## src/rtl/btt_pkg.sv

```systemverilog
// Package for the blob track table: widths, defaults, register indexes, record types.
// No dependencies.
`default_nettype none
package btt_pkg;
  localparam int MaxTracks = 32;
  localparam int MaxNew = 16;
  localparam int CfgW = 12;
  localparam int CfgIdxW = 2;
  localparam logic [CfgIdxW-1:0] RegTol = 2'd0;
  localparam logic [CfgIdxW-1:0] RegMinAge = 2'd1;
  localparam logic [CfgIdxW-1:0] RegRatio = 2'd2;
  localparam logic [CfgIdxW-1:0] RegHoldoff = 2'd3;
  typedef struct packed {
    logic [11:0] x;
    logic [11:0] y;
    logic [11:0] s;
  } pos_t;
  typedef struct packed {
    logic [15:0] cnt;
    logic [15:0] age;
  } ha_t;
endpackage
`default_nettype wire

```

## src/rtl/btt_if.sv

```systemverilog
// Valid/ready channel interfaces for blobs and frame results.
// Depends on nothing.
`default_nettype none
interface btt_in_if;
  logic valid;
  logic ready;
  logic point_present;
  logic [11:0] point_x;
  logic [11:0] point_y;
  logic [11:0] point_size;
  logic frame_end;
  modport source (output valid, point_present, point_x, point_y, point_size, frame_end,
                  input ready);
  modport sink (input valid, point_present, point_x, point_y, point_size, frame_end,
                output ready);
endinterface

interface btt_out_if;
  logic valid;
  logic ready;
  logic hit_valid;
  logic [11:0] hit_x;
  logic [11:0] hit_y;
  logic [5:0] track_total;
  logic [4:0] new_total;
  logic overflow;
  modport source (output valid, hit_valid, hit_x, hit_y, track_total, new_total, overflow,
                  input ready);
  modport sink (input valid, hit_valid, hit_x, hit_y, track_total, new_total, overflow,
                output ready);
endinterface
`default_nettype wire

```

## src/rtl/btt_ram.sv

```systemverilog
// Generic single-port-write, single-read RAM with registered read data.
// No dependencies.
`default_nettype none
module btt_ram #(
  parameter int Width = 8,
  parameter int Depth = 16
) (
  input  wire logic                     clk,
  input  wire logic                     we,
  input  wire logic [$clog2(Depth)-1:0] waddr,
  input  wire logic [Width-1:0]         wdata,
  input  wire logic [$clog2(Depth)-1:0] raddr,
  output logic [Width-1:0]              rdata
);
  logic [Width-1:0] mem [Depth];
  always_ff @(posedge clk) begin
    if (we) mem[waddr] <= wdata;
    rdata <= mem[raddr];
  end
endmodule
`default_nettype wire

```

## src/rtl/btt_div.sv

```systemverilog
// Restoring divider: 16-bit dividend by DivW-bit divisor, one bit per cycle.
// No dependencies.
`default_nettype none
module btt_div #(
  parameter int DivW = 5
) (
  input  wire logic            clk,
  input  wire logic            rst,
  input  wire logic            start,
  input  wire logic [15:0]     num,
  input  wire logic [DivW-1:0] den,
  output logic                 busy,
  output logic [15:0]          quo
);
  logic [4:0]      step;
  logic [DivW:0]   rem;
  logic [DivW-1:0] d;
  logic [DivW:0]   trial;

  assign trial = {rem[DivW-1:0], quo[15]};

  always_ff @(posedge clk) begin
    if (rst) begin
      busy <= 1'b0;
      step <= '0;
    end else if (start) begin
      busy <= 1'b1;
      step <= 5'd0;
      rem  <= '0;
      quo  <= num;
      d    <= den;
    end else if (busy) begin
      // shift one dividend bit in, subtract if it fits
      if (trial >= {1'b0, d}) begin
        rem <= trial - {1'b0, d};
        quo <= {quo[14:0], 1'b1};
      end else begin
        rem <= trial;
        quo <= {quo[14:0], 1'b0};
      end
      step <= step + 5'd1;
      if (step == 5'd15) busy <= 1'b0;
    end
  end
endmodule
`default_nettype wire

```

## src/rtl/blob_track_table_with_hit_detect_core.sv

```systemverilog
// Blob track table with hit detection. Each blob walks the track table one entry per
// cycle through a memory with registered read data.
// At a frame end two dividers form the centroid, then one sweep ages and compacts the
// table in place (read index ahead of write index) and a second appends the buffered
// new blobs. The result waits in an output register; one item is handled at a time.
// Depends on btt_pkg, btt_if, btt_ram, btt_div.
`default_nettype none
module blob_track_table_with_hit_detect_core #(
  parameter int MaxTracks = btt_pkg::MaxTracks,
  parameter int MaxNew = btt_pkg::MaxNew
) (
  input  wire logic clk,
  input  wire logic rst,
  btt_in_if.sink    in_ch,
  btt_out_if.source out_ch,
  input  wire logic                        cfg_we,
  input  wire logic [btt_pkg::CfgIdxW-1:0] cfg_index,
  input  wire logic [btt_pkg::CfgW-1:0]    cfg_data
);
  localparam int TW = $clog2(MaxTracks);
  localparam int TCW = $clog2(MaxTracks + 1);
  localparam int NW = (MaxNew > 1) ? $clog2(MaxNew) : 1;
  localparam int NCW = $clog2(MaxNew + 1);

  localparam logic [2:0] S_IDLE = 3'd0;
  localparam logic [2:0] S_SCAN = 3'd1;
  localparam logic [2:0] S_DIV  = 3'd2;
  localparam logic [2:0] S_AGE  = 3'd3;
  localparam logic [2:0] S_APP  = 3'd4;
  localparam logic [2:0] S_OUT  = 3'd5;

  logic [2:0] state;
  logic [11:0] tol;
  logic [7:0] min_age, holdoff_lim, timer;
  logic [6:0] ratio;
  logic [TCW-1:0] used, ridx, widx;
  logic [NCW-1:0] pused, pidx;
  logic [15:0] sum_x, sum_y;
  logic armed, ovf, rd_pending, fe_hold;
  btt_pkg::pos_t blob;
  logic [11:0] hx, hy;
  logic blob_new;   // blob still unmatched during scan
  logic blob_on;    // item carried a blob

  // memories
  logic tp_we, th_we, pp_we;
  logic [TW-1:0] t_waddr, t_raddr;
  btt_pkg::pos_t tp_wdata, tp_rdata, pp_rdata;
  btt_pkg::ha_t th_wdata, th_rdata;
  logic [NW-1:0] pp_raddr;

  btt_ram #(.Width(36), .Depth(MaxTracks)) u_tpos (.clk, .we(tp_we), .waddr(t_waddr),
    .wdata(tp_wdata), .raddr(t_raddr), .rdata(tp_rdata));
  btt_ram #(.Width(32), .Depth(MaxTracks)) u_tha (.clk, .we(th_we), .waddr(t_waddr),
    .wdata(th_wdata), .raddr(t_raddr), .rdata(th_rdata));
  btt_ram #(.Width(36), .Depth(MaxNew)) u_ppos (.clk, .we(pp_we),
    .waddr(pused[NW-1:0]), .wdata(blob), .raddr(pp_raddr), .rdata(pp_rdata));

  // dividers
  logic div_start, dbx, dby;
  logic [15:0] qx, qy;
  btt_div #(.DivW(NCW)) u_divx (.clk, .rst, .start(div_start), .num(sum_x),
    .den(pused), .busy(dbx), .quo(qx));
  btt_div #(.DivW(NCW)) u_divy (.clk, .rst, .start(div_start), .num(sum_y),
    .den(pused), .busy(dby), .quo(qy));

  // match of current read entry
  logic [11:0] dx, dy, ds;
  logic hit;
  always_comb begin
    dx = (blob.x > tp_rdata.x) ? blob.x - tp_rdata.x : tp_rdata.x - blob.x;
    dy = (blob.y > tp_rdata.y) ? blob.y - tp_rdata.y : tp_rdata.y - blob.y;
    ds = (blob.s > tp_rdata.s) ? blob.s - tp_rdata.s : tp_rdata.s - blob.s;
    hit = (dx < tol) && (dy < tol) && (ds < tol);
  end

  // aging and prune decision
  logic [15:0] age_inc;
  logic [22:0] cnt100;
  logic [22:0] rat_age;
  logic drop;
  always_comb begin
    age_inc = (th_rdata.age != 16'hFFFF) ? th_rdata.age + 16'd1 : th_rdata.age;
    cnt100 = 23'(th_rdata.cnt) * 23'd100;
    rat_age = 23'(ratio) * 23'(age_inc);
    drop = (age_inc > 16'(min_age)) && (cnt100 < rat_age);
  end

  // timer advance for frame end
  logic [7:0] t1, t2;
  always_comb begin
    t1 = armed ? timer + 8'd1 : timer;
    t2 = t1;
    if (t1 != 8'd0) begin
      t2 = t1 + 8'd1;
      if (t2 >= holdoff_lim) t2 = 8'd0;
    end
  end

  logic at_end;
  assign at_end = (state == S_SCAN) && !rd_pending && (ridx >= used);

  // scan of the current item is finished this cycle
  logic scan_done;
  assign scan_done = (state == S_SCAN) && !rd_pending && (!blob_on || ridx >= used);

  always_comb begin
    tp_we = 1'b0;
    th_we = 1'b0;
    pp_we = 1'b0;
    t_waddr = widx[TW-1:0];
    t_raddr = ridx[TW-1:0];
    tp_wdata = tp_rdata;
    th_wdata = th_rdata;
    pp_raddr = pidx[NW-1:0];
    unique case (state)
      S_SCAN: begin
        t_waddr = TW'(ridx - TCW'(1));
        if (rd_pending && hit) begin
          th_we = 1'b1;
          th_wdata.cnt = (th_rdata.cnt != 16'hFFFF) ? th_rdata.cnt + 16'd1 : th_rdata.cnt;
        end
        if (at_end && blob_new && pused < NCW'(MaxNew)) pp_we = 1'b1;
      end
      S_AGE: begin
        if (rd_pending && !drop) begin
          tp_we = 1'b1;
          th_we = 1'b1;
          th_wdata.age = age_inc;
        end
      end
      S_APP: begin
        if (rd_pending && widx < TCW'(MaxTracks)) begin
          tp_we = 1'b1;
          th_we = 1'b1;
          tp_wdata = pp_rdata;
          th_wdata = '0;
        end
      end
      default: ;
    endcase
  end

  assign in_ch.ready = (state == S_IDLE);

  always_ff @(posedge clk) begin
    if (rst) begin
      tol <= 12'd200;
      min_age <= 8'd3;
      ratio <= 7'd95;
      holdoff_lim <= 8'd20;
    end else if (cfg_we) begin
      unique case (cfg_index)
        btt_pkg::RegTol:     tol <= cfg_data;
        btt_pkg::RegMinAge:  min_age <= cfg_data[7:0];
        btt_pkg::RegRatio:   ratio <= cfg_data[6:0];
        btt_pkg::RegHoldoff: holdoff_lim <= cfg_data[7:0];
        default: ;
      endcase
    end
  end

  // start both dividers once the last blob of a frame has been counted
  always_ff @(posedge clk) begin
    if (rst) begin
      div_start <= 1'b0;
    end else begin
      div_start <= scan_done && fe_hold;
    end
  end

  always_ff @(posedge clk) begin
    if (rst) begin
      state <= S_IDLE;
      used <= '0;
      pused <= '0;
      sum_x <= '0;
      sum_y <= '0;
      armed <= 1'b0;
      ovf <= 1'b0;
      timer <= '0;
      rd_pending <= 1'b0;
      out_ch.valid <= 1'b0;
    end else begin
      if (out_ch.valid && out_ch.ready) out_ch.valid <= 1'b0;
      unique case (state)
        S_IDLE: begin
          // take a transfer
          if (in_ch.valid) begin
            blob <= '{x: in_ch.point_x, y: in_ch.point_y, s: in_ch.point_size};
            blob_on <= in_ch.point_present;
            blob_new <= in_ch.point_present;
            fe_hold <= in_ch.frame_end;
            ridx <= '0;
            rd_pending <= 1'b0;
            state <= S_SCAN;
          end
        end
        S_SCAN: begin
          // walk tracks one per cycle, stop at first match
          if (rd_pending && hit) begin
            blob_new <= 1'b0;
            ridx <= used;
            rd_pending <= 1'b0;
          end else if (!blob_on || ridx >= used) begin
            rd_pending <= 1'b0;
            if (!rd_pending) begin
              if (blob_new) begin
                if (timer == 8'd0) armed <= 1'b1;
                if (pused < NCW'(MaxNew)) begin
                  pused <= pused + NCW'(1);
                  sum_x <= sum_x + 16'(blob.x);
                  sum_y <= sum_y + 16'(blob.y);
                end else begin
                  ovf <= 1'b1;
                end
              end
              if (fe_hold) begin
                state <= S_DIV;
              end else begin
                state <= S_IDLE;
              end
            end
          end else begin
            ridx <= ridx + TCW'(1);
            rd_pending <= 1'b1;
          end
        end
        S_DIV: begin
          if (!div_start && !dbx && !dby) begin
            hx <= (armed && pused != '0) ? qx[11:0] : 12'd0;
            hy <= (armed && pused != '0) ? qy[11:0] : 12'd0;
            timer <= t2;
            ridx <= '0;
            widx <= '0;
            rd_pending <= 1'b0;
            state <= S_AGE;
          end
        end
        S_AGE: begin
          // compact surviving tracks toward the front
          if (rd_pending && !drop) widx <= widx + TCW'(1);
          if (ridx < used) begin
            ridx <= ridx + TCW'(1);
            rd_pending <= 1'b1;
          end else begin
            rd_pending <= 1'b0;
            if (!rd_pending) begin
              pidx <= '0;
              state <= S_APP;
            end
          end
        end
        S_APP: begin
          // append buffered new blobs
          if (rd_pending) begin
            if (widx < TCW'(MaxTracks)) widx <= widx + TCW'(1);
            else ovf <= 1'b1;
          end
          if (pidx < pused) begin
            pidx <= pidx + NCW'(1);
            rd_pending <= 1'b1;
          end else begin
            rd_pending <= 1'b0;
            if (!rd_pending) state <= S_OUT;
          end
        end
        S_OUT: begin
          // present result once output register is free
          if (!out_ch.valid) begin
            out_ch.valid <= 1'b1;
            out_ch.hit_valid <= armed;
            out_ch.hit_x <= hx;
            out_ch.hit_y <= hy;
            out_ch.track_total <= 6'(widx);
            out_ch.new_total <= 5'(pused);
            out_ch.overflow <= ovf;
            used <= widx;
            pused <= '0;
            sum_x <= '0;
            sum_y <= '0;
            armed <= 1'b0;
            ovf <= 1'b0;
            state <= S_IDLE;
          end
        end
        default: state <= S_IDLE;
      endcase
    end
  end

`ifndef ASSERT_OFF
  a_used: assert property (@(posedge clk) disable iff (rst) used <= TCW'(MaxTracks))
    else $error("track count exceeds table size");
  a_pend: assert property (@(posedge clk) disable iff (rst) pused <= NCW'(MaxNew))
    else $error("new-blob count exceeds buffer");
  a_ready: assert property (@(posedge clk) disable iff (rst)
    (in_ch.valid && in_ch.ready) |=> state == S_SCAN)
    else $error("accepted item not scanned");
  a_comp: assert property (@(posedge clk) disable iff (rst)
    state == S_AGE |-> widx <= ridx)
    else $error("compaction write passed read");
`endif
endmodule
`default_nettype wire

```

## src/flat_wrapper.sv

```systemverilog
// flat-port wrapper written by rule: the top's interface ports become plain ports
module blob_track_table_with_hit_detect_core_flat 
#(
  parameter int MaxTracks = btt_pkg::MaxTracks,
  parameter int MaxNew = btt_pkg::MaxNew
)
  (clk, rst, cfg_we, cfg_index, cfg_data, in_ch_valid, in_ch_point_present, in_ch_point_x, in_ch_point_y, in_ch_point_size, in_ch_frame_end, in_ch_ready, out_ch_valid, out_ch_hit_valid, out_ch_hit_x, out_ch_hit_y, out_ch_track_total, out_ch_new_total, out_ch_overflow, out_ch_ready);
  btt_in_if in_ch_i ();
  btt_out_if out_ch_i ();
  input  wire logic clk;
  input  wire logic rst;
  input  wire logic cfg_we;
  input  wire logic [btt_pkg::CfgIdxW-1:0] cfg_index;
  input  wire logic [btt_pkg::CfgW-1:0] cfg_data;
  input wire logic [$bits(in_ch_i.valid)-1:0] in_ch_valid;
  input wire logic [$bits(in_ch_i.point_present)-1:0] in_ch_point_present;
  input wire logic [$bits(in_ch_i.point_x)-1:0] in_ch_point_x;
  input wire logic [$bits(in_ch_i.point_y)-1:0] in_ch_point_y;
  input wire logic [$bits(in_ch_i.point_size)-1:0] in_ch_point_size;
  input wire logic [$bits(in_ch_i.frame_end)-1:0] in_ch_frame_end;
  output wire logic [$bits(in_ch_i.ready)-1:0] in_ch_ready;
  output wire logic [$bits(out_ch_i.valid)-1:0] out_ch_valid;
  output wire logic [$bits(out_ch_i.hit_valid)-1:0] out_ch_hit_valid;
  output wire logic [$bits(out_ch_i.hit_x)-1:0] out_ch_hit_x;
  output wire logic [$bits(out_ch_i.hit_y)-1:0] out_ch_hit_y;
  output wire logic [$bits(out_ch_i.track_total)-1:0] out_ch_track_total;
  output wire logic [$bits(out_ch_i.new_total)-1:0] out_ch_new_total;
  output wire logic [$bits(out_ch_i.overflow)-1:0] out_ch_overflow;
  input wire logic [$bits(out_ch_i.ready)-1:0] out_ch_ready;
  assign in_ch_i.valid = in_ch_valid;
  assign in_ch_i.point_present = in_ch_point_present;
  assign in_ch_i.point_x = in_ch_point_x;
  assign in_ch_i.point_y = in_ch_point_y;
  assign in_ch_i.point_size = in_ch_point_size;
  assign in_ch_i.frame_end = in_ch_frame_end;
  assign in_ch_ready = in_ch_i.ready;
  assign out_ch_valid = out_ch_i.valid;
  assign out_ch_hit_valid = out_ch_i.hit_valid;
  assign out_ch_hit_x = out_ch_i.hit_x;
  assign out_ch_hit_y = out_ch_i.hit_y;
  assign out_ch_track_total = out_ch_i.track_total;
  assign out_ch_new_total = out_ch_i.new_total;
  assign out_ch_overflow = out_ch_i.overflow;
  assign out_ch_i.ready = out_ch_ready;
  blob_track_table_with_hit_detect_core #(.MaxTracks(MaxTracks), .MaxNew(MaxNew)) u_core (.clk(clk), .rst(rst), .in_ch(in_ch_i), .out_ch(out_ch_i), .cfg_we(cfg_we), .cfg_index(cfg_index), .cfg_data(cfg_data));
endmodule
```

## config.mk

```make
export PLATFORM = sky130hd
export DESIGN_NAME = blob_track_table_with_hit_detect_core_flat
export DESIGN_NICKNAME = d
export VERILOG_FILES = /design/src/rtl/btt_pkg.sv /design/src/rtl/btt_if.sv /design/src/rtl/btt_ram.sv /design/src/rtl/btt_div.sv /design/src/rtl/blob_track_table_with_hit_detect_core.sv /design/src/flat_wrapper.sv
export SDC_FILE = /design/constraint.sdc
export NUM_CORES = 2
export LEC_CHECK = 0
export BUFFER_PORTS_ARGS = -buffer_cell sky130_fd_sc_hd__clkbuf_2
export CAP_MARGIN = 15
export CORE_UTILIZATION = 34
export CTS_CLUSTER_DIAMETER = 30
export DETAILED_ROUTE_END_ITERATION = 10
export RECOVER_POWER = 100
export SLEW_MARGIN = 5
export SYNTH_ARGS = -nofsm -noshare
export SYNTH_HDL_FRONTEND = slang
export SYNTH_SLANG_ARGS = --single-unit
export TNS_END_PERCENT = 30
```

## constraint.sdc

```tcl
create_clock -name clk -period 11.5 [get_ports clk]
set_input_delay 1.15 -clock clk [delete_from_list [all_inputs] [get_ports clk]]
set_output_delay 1.15 -clock clk [all_outputs]
set_load 0.005 [all_outputs]
```

======== Word level (Yosys, flattened, before mapping) ========
Memory sizes are Yosys's and may differ from the RTL's. A register that Yosys moved wholly into a read port is not among the register bits.
Index checks and enable logic that the tools add are counted.
cells by class
  add/sub/neg operators ................... 21
  multipliers ............................. 2
  order comparisons ....................... 16
  equality and inequality tests ........... 34
  muxes and demuxes ....................... 119
  bitwise gates (word level) .............. 2
  reduce and logical (&&, ||, !) cells .... 59
operators by type and width
  operator                                                              number
  16-bit two-way mux                                                    19
  16-bit case mux with 2 select lines                                   4
  36-bit two-way mux                                                    2
  12-bit subtractor                                                     6
  5-bit two-way mux                                                     14
  6-bit two-way mux                                                     8
  1-bit two-way mux                                                     43
  12-bit greater-than comparator                                        3
  12-bit < comparator                                                   3
  12-bit two-way mux                                                    3
  16-bit by 1-bit adder with 16-bit output, second input constant       2
  16-bit by 12-bit adder with 16-bit output                             2
  32-bit two-way mux                                                    1
  16-bit inequality test, second input constant                         2
  3-bit two-way mux                                                     10
  2-bit inequality test, second input constant                          14
  8-bit two-way mux                                                     3
  6-bit case mux with 4 select lines                                    1
  23-bit < comparator                                                   1
  7-bit by 16-bit multiplier with 23-bit output                         1
  16-bit by 5-bit multiplier with 21-bit output, second input constant  1
  5-bit by 1-bit adder with 5-bit output, second input constant         4
  5-bit case mux with 2 select lines                                    2
  3-bit case mux with 6 select lines                                    1
  46 further kinds                                                      103
storage, ports and cells
  bits in registers ....................... 270
  RAM bits ................................ 2752
  word-level logic and storage cells ...... 297
  memories ................................ 3
memories
  name               depth  width  read ports  clocked after memory_dff  wr ports  line           RTL
  u_core.u_tpos.mem  32     36     1           1                         1         btt_ram.sv:15  logic [Width-1:0] mem [Depth];
  u_core.u_tha.mem   32     32     1           1                         1         btt_ram.sv:15
  u_core.u_ppos.mem  16     36     1           1                         1         btt_ram.sv:15

======== Depth between registers and ports, before layout ========
  word-level depth ........................ 11
  gate-level depth with buffers ........... 37
  mapped depth without buffers ............ 35

======== Hierarchy ========
From an unflattened synthesis, not the netlist that was laid out.
unflattened totals
  cells, all modules ...................... 8333
  area total of the unflattened synthesis .. 132215.6 um^2
by module, submodules not included
  module                                 instances  cells an instance  area each (um^2)  sequential area each (um^2)
  btt_ram (u_core.u_tpos)                1          2536               45570.0           35313.9
  btt_ram (u_core.u_tha)                 1          2260               40492.6           31390.1
  btt_ram (u_core.u_ppos)                1          938                22318.9           18017.3
  blob_track_table_with_hit_detect_core  1          2368               20774.9           5395.2
  btt_div (u_core.u_divy)                1          117                1537.7            900.9
  btt_div (u_core.u_divx)                1          114                1521.5            900.9

======== Worst setup path before layout ========
OpenSTA, ideal clock, no wires.
  path kind ............................... flip-flop to flip-flop
  start point ............................. reg u_core.u_tha.rdata[5] (read register of u_core.u_tha.mem)
  end point ............................... mem u_core.u_tpos.mem[16][0], enable pin
  data arrival time ....................... 9.352 ns
  required time ........................... 11.071 ns
  setup slack ............................. 1.719 ns
  stages on the path, launching flop included .. 37
  period minus slack after synthesis ...... 9.781 ns
  path through ............................ dfxtp_1 buf_6 and4_4 and2_4 nand3_1 and3_1 xnor2_1 nor2b_1 fa_1 inv_1 fa_1 inv_1 fa_1 inv_1 fa_1 inv_1 ha_1 o21a_1 o21ai_0 nand2b_1 a32oi_1 a2111oi_0 a2111o_1 a21o_1 a21oi_1 xor2_1 ha_1 and4_1 o2111ai_1 or4_1 nor4b_1 a21oi_1 nand4_1 o21bai_2 or3_1 buf_2 nor2_1
between the ends
  word-level cells in the longest chain between the ends .. 11
  elaborated cells on any way between the ends .. 13
RTL lines
  element                                                                                    line                                          RTL
  start, declared                                                                            btt_ram.sv:13                                 output logic [Width-1:0] rdata
  16-bit by 1-bit adder with 16-bit output / 16-bit inequality test (equally long branches)  blob_track_table_with_hit_detect_core.sv:83   age_inc = (th_rdata.age != 16'hFFFF) ? th_rdata.age + 16'd1 : th_rdata.age;
  16-bit two-way mux *                                                                       blob_track_table_with_hit_detect_core.sv:83
  7-bit by 16-bit multiplier with 23-bit output                                              blob_track_table_with_hit_detect_core.sv:85   rat_age = 23'(ratio) * 23'(age_inc);
  23-bit < comparator                                                                        blob_track_table_with_hit_detect_core.sv:86   drop = (age_inc > 16'(min_age)) && (cnt100 < rat_age);
  1-bit logical AND *                                                                        blob_track_table_with_hit_detect_core.sv:86
  1-bit logical NOT *                                                                        blob_track_table_with_hit_detect_core.sv:126  if (rd_pending && !drop) begin
  1-bit logical AND *                                                                        blob_track_table_with_hit_detect_core.sv:126
  1-bit two-way mux *                                                                        blob_track_table_with_hit_detect_core.sv:126
  1-bit case mux with 2 select lines *                                                       blob_track_table_with_hit_detect_core.sv:116  unique case (state)
  1-bit two-way mux *                                                                        btt_ram.sv:17                                 if (we) mem[waddr] <= wdata;
  1-bit two-way mux (not written as such) *                                                  btt_ram.sv:17
  end, declared                                                                              btt_ram.sv:15
Every way passes the cells marked *; elsewhere a longest branch is shown, timed or not.

======== Final worst setup path ========
  start point ............................. reg u_core.ridx[2]
  end point ............................... mem u_core.u_ppos.mem[10][11], enable pin
between the ends
  word-level cells in the longest chain between the ends .. 8
RTL lines
  element                                  line                                          RTL
  start, declared                          blob_track_table_with_hit_detect_core.sv:36   logic [TCW-1:0] used, ridx, widx;
  start signal, assigned                   blob_track_table_with_hit_detect_core.sv:203  ridx <= used;
  start signal, assigned                   blob_track_table_with_hit_detect_core.sv:225  ridx <= ridx + TCW'(1);
  start signal, assigned                   blob_track_table_with_hit_detect_core.sv:244  ridx <= ridx + TCW'(1);
  6-bit >= comparator                      blob_track_table_with_hit_detect_core.sv:101  assign at_end = (state == S_SCAN) && !rd_pending && (ridx >= used);
  1-bit logical AND                        blob_track_table_with_hit_detect_core.sv:101
  1-bit logical AND (2 in a row)           blob_track_table_with_hit_detect_core.sv:123  if (at_end && blob_new && pused < NCW'(MaxNew)) pp_we = 1'b1;
  1-bit two-way mux                        blob_track_table_with_hit_detect_core.sv:123
  1-bit two-way mux                        blob_track_table_with_hit_detect_core.sv:116
  1-bit two-way mux                        btt_ram.sv:17
  1-bit two-way mux (not written as such)  btt_ram.sv:17
  end, declared                            btt_ram.sv:15
No other way between the ends.

==> flow_metrics.tcl <==
set metrics [dict create \
    status "finished with violations" \
    failed_checks "capacitance limit, slew limit" \
    hpwlAfterDp_um 217000 \
    muxShareOfSynthArea 0.137 \
    timing.fmax_mhz 91.8 \
    start_kind "flip-flop" \
    gp_congestion 0.850 \
    clock_sinks 3126 \
    async_reset_ff_frac 0 \
    synth_compound_area_frac 0.0496 \
    met1_usage 0.250 \
    synth_cell_type_count 85 \
    use_met3 0.0312 \
    worstSetupPathType "flip-flop to flip-flop" \
    drive_gt1_frac 0.217 \
    ant_nets 0 \
    final.setup.worst_slack_ns 0.611 \
    path_max_fanout 93 \
    num_vias 71900 \
    htree_levels 5 \
    critPathRequiredTime_ns 12.01 \
    dr.pass1.iters 6 \
    cts_root_buf "clkbuf_16" \
    synth_edf_count 2916 \
    die-area_sq_um 387000 \
    grt_pass1_vias 72100 \
    grt_max_degree 130 \
    fin_crit_ns 10.89 \
    clk-insertion-delay-late_ns 0.97 \
    num_rows 227 \
    wl_per_cell_um 26.3 \
    cp_num_buf_inv 2 \
    cts_buffer_depth 4 \
    portBuffers 95 \
    grt_pass1_wl_um 508000 \
    synthXorXnorAreaFrac 0.00864 \
    routed_via_density 5.39 \
    crit_chain "clkbuf_1 -> ha_1 -> o21ai_0 -> a21oi_1 -> nor2b_1 -> o21ai_0 -> and4_1 -> nand2_1 -> nor2_1 -> clkbuf_2" \
    ys_seq_elements 3126 \
    fp.dieW_um 622 \
    finish.net_count 8346 \
    cts_made_buffers 477 \
    rsz0062_at_grt "no" \
    fp.dieH_um 622 \
    syn_area_sq_um 131000 \
    max_cap_violations 58 \
    p_per_area_nw_per_um2 273 \
    grt_use_total 0.177 \
    synth_fa_ha_area_frac 0.0420 \
    power.leakage_nw 51.9 \
    fin_crit_sh 0.947 \
    clkTransAtPathRegs_ns 0.06 \
    wirelength_um 352000 \
    hold_ws_ns 0.380 \
    busiest_layer "met2" \
    core_region_area_sq_um 383000 \
    drc 0 \
    pin_count 96 \
    end_kind "flip-flop" \
    drtIter0Drc 7452 \
    cts_setup_buffers 0 \
    yosysWarnings 0 \
    yosys.area_share.simple 0.0403 \
    arrival_ns 11.40 \
    start_util 0.342 \
    fin_setup_tns_ns 0 \
    syn-instance-count 7493 \
    area_growth_pct 18.0 \
    grt-ovfl-total 0 \
    grtUsageMet2 0.281 \
    avgSynthCellArea_sq_um 17.4 \
    antenna_found_initial 17 \
    cts_tree "yes" \
    synth_top_family_by_area "multiplexers" \
    synth-main-ff-cell "edfxtp_1" \
    path_common_cell "o21ai_0" \
    worst_clock_skew_ns 0.0957 \
    cts_resized 0 \
    hold_viol 0 \
    max-vdd-ir-drop_mv 0.838 \
    critPathTopFamily "buffers and inverters" \
    synth_nets 7935 \
    final_max_slew_viol_count 1932 \
    cpPeakStageDelay_ns 5.17 \
    maxSlewHeadroom -3.92 \
    place_ws_ns 0.698 \
    worst_pin_slew_ns 7.38 \
    seq_area_frac_synth 0.702 \
    setup_viol 0 \
    cp_slowest_cell "clkbuf_1" \
    ctsHoldBuffers 0 \
    hold_path.class "primary input to flip-flop" \
]
metrics by stage:
stage | instance area [sq um] | cells | utilization | total power [W]
CTS | 155000 | 13300 | 0.405 | 0.0423
global route | 154000 | 13400 | 0.403 | 0.0443
finish | 154000 | 13400 | 0.403 | 0.0422
global placement | 138000 | 12500 | 0.362 | 0.0274
floorplan | 131000 | 7493 | - | 0.0233
detailed placement | 139000 | 12500 | 0.362 | 0.0277
cells in the mapped netlist, drive strengths merged, types with 17 or more instances:
cell,n,share of area
edfxtp,2916,0.67
and3,26,0.0013
and2,81,0.0039
inv,318,0.0091
o21a,21,0.0012
nand3,86,0.0033
nor2b,76,0.0036
a31oi,21,0.0011
xnor2,78,0.0052
nand2,396,0.011
nand2b,27,0.0013
mux2i,331,0.025
mux2,176,0.015
dfxtp,210,0.032
xor2,51,0.0034
clkbuf,236,0.0068
a21oi,298,0.011
o22ai,71,0.0034
o211ai,17,0.00098
ha,295,0.028
or3,18,0.00086
mux4,559,0.096
a211oi,23,0.0013
nor2,218,0.0063
nor4,17,0.00081
o221ai,148,0.0099
a221oi,19,0.0013
fa,90,0.014
a21o,53,0.0030
nor3,49,0.0019
buf,125,0.0045
nand4,41,0.0020
o21ai,239,0.0092
flip-flops by register name (all words and copies together) (netlist names), 7 cells and up:
signal,count
u_core.timer,8
u_core.min_age,8
u_core.tol,12
u_core.u_divy.quo,16
u_core.holdoff_lim,8
u_core.hy,12
u_core.u_ppos.mem,576
u_core.u_tha.mem,1024
u_core.ratio,7
u_core.hx,12
u_core.sum_y,16
u_core.u_tpos.mem,1152
u_core.out_ch.hit_y,12
u_core.u_ppos.rdata,36
u_core.blob,36
u_core.u_tpos.rdata,36
u_core.u_divx.quo,16
u_core.out_ch.hit_x,12
u_core.sum_x,16
u_core.u_tha.rdata,32
report_power, final:
part / switching [W] / internal, W
sequential: 0.000260 / 0.0136
combinational: 0.00842 / 0.00525
clock: 0.00548 / 0.00915
total: 0.0142 / 0.0280
area by class of cell:
cell class,count,area (sq um)
clock inverter,367,4230
clock buffer,520,12300
fill,33800,228000
multi-input combinational,3688,36700
inverter,318,1190
sequential,3126,91800
timing repair buffer,293,1770
antenna,5,12.5
tap,5038,6300
cells in the final DEF (no fill, tap or decap), drive strengths merged, types with 15 or more instances in the layout:
cell type  Yosys  routed
nand3         86      86
or3           18      18
nand2        396     396
a21oi        298     298
a211oi        23      23
nor3          49      49
and3          26      26
bufinv         0      59
nor2b         76      76
o21bai        15      15
mux2i        331     331
or2           15      15
nand4         41      41
a221oi        19      19
o21a          21      21
mux4         559     559
nor4          17      17
clkbuf       236     740
clkinv         0     160
o211ai        17      17
xor2          51      51
a21o          53      53
o21ai        239     239
xnor2         78      78
o221ai       148     148
nor2         218     218
o22ai         71      71
dfxtp        210     210
edfxtp      2916    2916
a31oi         21      21
clkinvlp       0      55
ha           295     295
buf          125      73
and2          81      81
inv          318     411
fa            90      90
mux2         176     176
nand2b        27      27
per-layer routing:
| layer | wire length (um) | up-vias |
|---|---|---|
| met3 | 25900 | 484 |
| met2 | 164000 | 2872 |
| met1 | 152000 | 37900 |
| met4 | 9980 | 0 |
| met5 | 0 | - |
| li1 | - | 30700 |
worst paths after layout:
kind,startpoint,to,slack (ns),depth (start not counted)
worst max-delay path,u_core.ridx[2]$_DFFE_PP_,u_core.u_ppos.mem[10][11]$_DFFE_PP_,0.61,10
worst max register to register,u_core.ridx[2]$_DFFE_PP_,u_core.u_ppos.mem[10][11]$_DFFE_PP_,0.61,10
worst min-delay path,in_ch_point_x[2],u_core.blob[26]$_DFFE_PP_,0.38,1
worst min register to register,u_core.hx[5]$_SDFFCE_PN0P_,u_core.out_ch.hit_x[5]$_DFFE_PP_,0.42,0
cell families (layout without fill, tap and decap cells):
group	Yosys count	count (layout)
AO/OA/AOI/OAI	1011	1011
XOR/XNOR	129	129
adder cells (fa/ha/maj)	385	385
buffers and inverters	679	1498
flip-flops	3126	3126
multiplexers	1066	1066
other	0	5
AND/OR/NAND/NOR	1097	1097
worst register-to-register path: cells and delay by family (launching register included):
family / cells / cell delay [ns]
buffers and inverters: 2 / 6.22
AND/OR/NAND/NOR: 4 / 2.10
flip-flops: 1 / 0.95
adder cells (fa/ha/maj): 1 / 0.74
AO/OA/AOI/OAI: 3 / 0.46
Note: power is estimated with default switching activity, not from simulation.
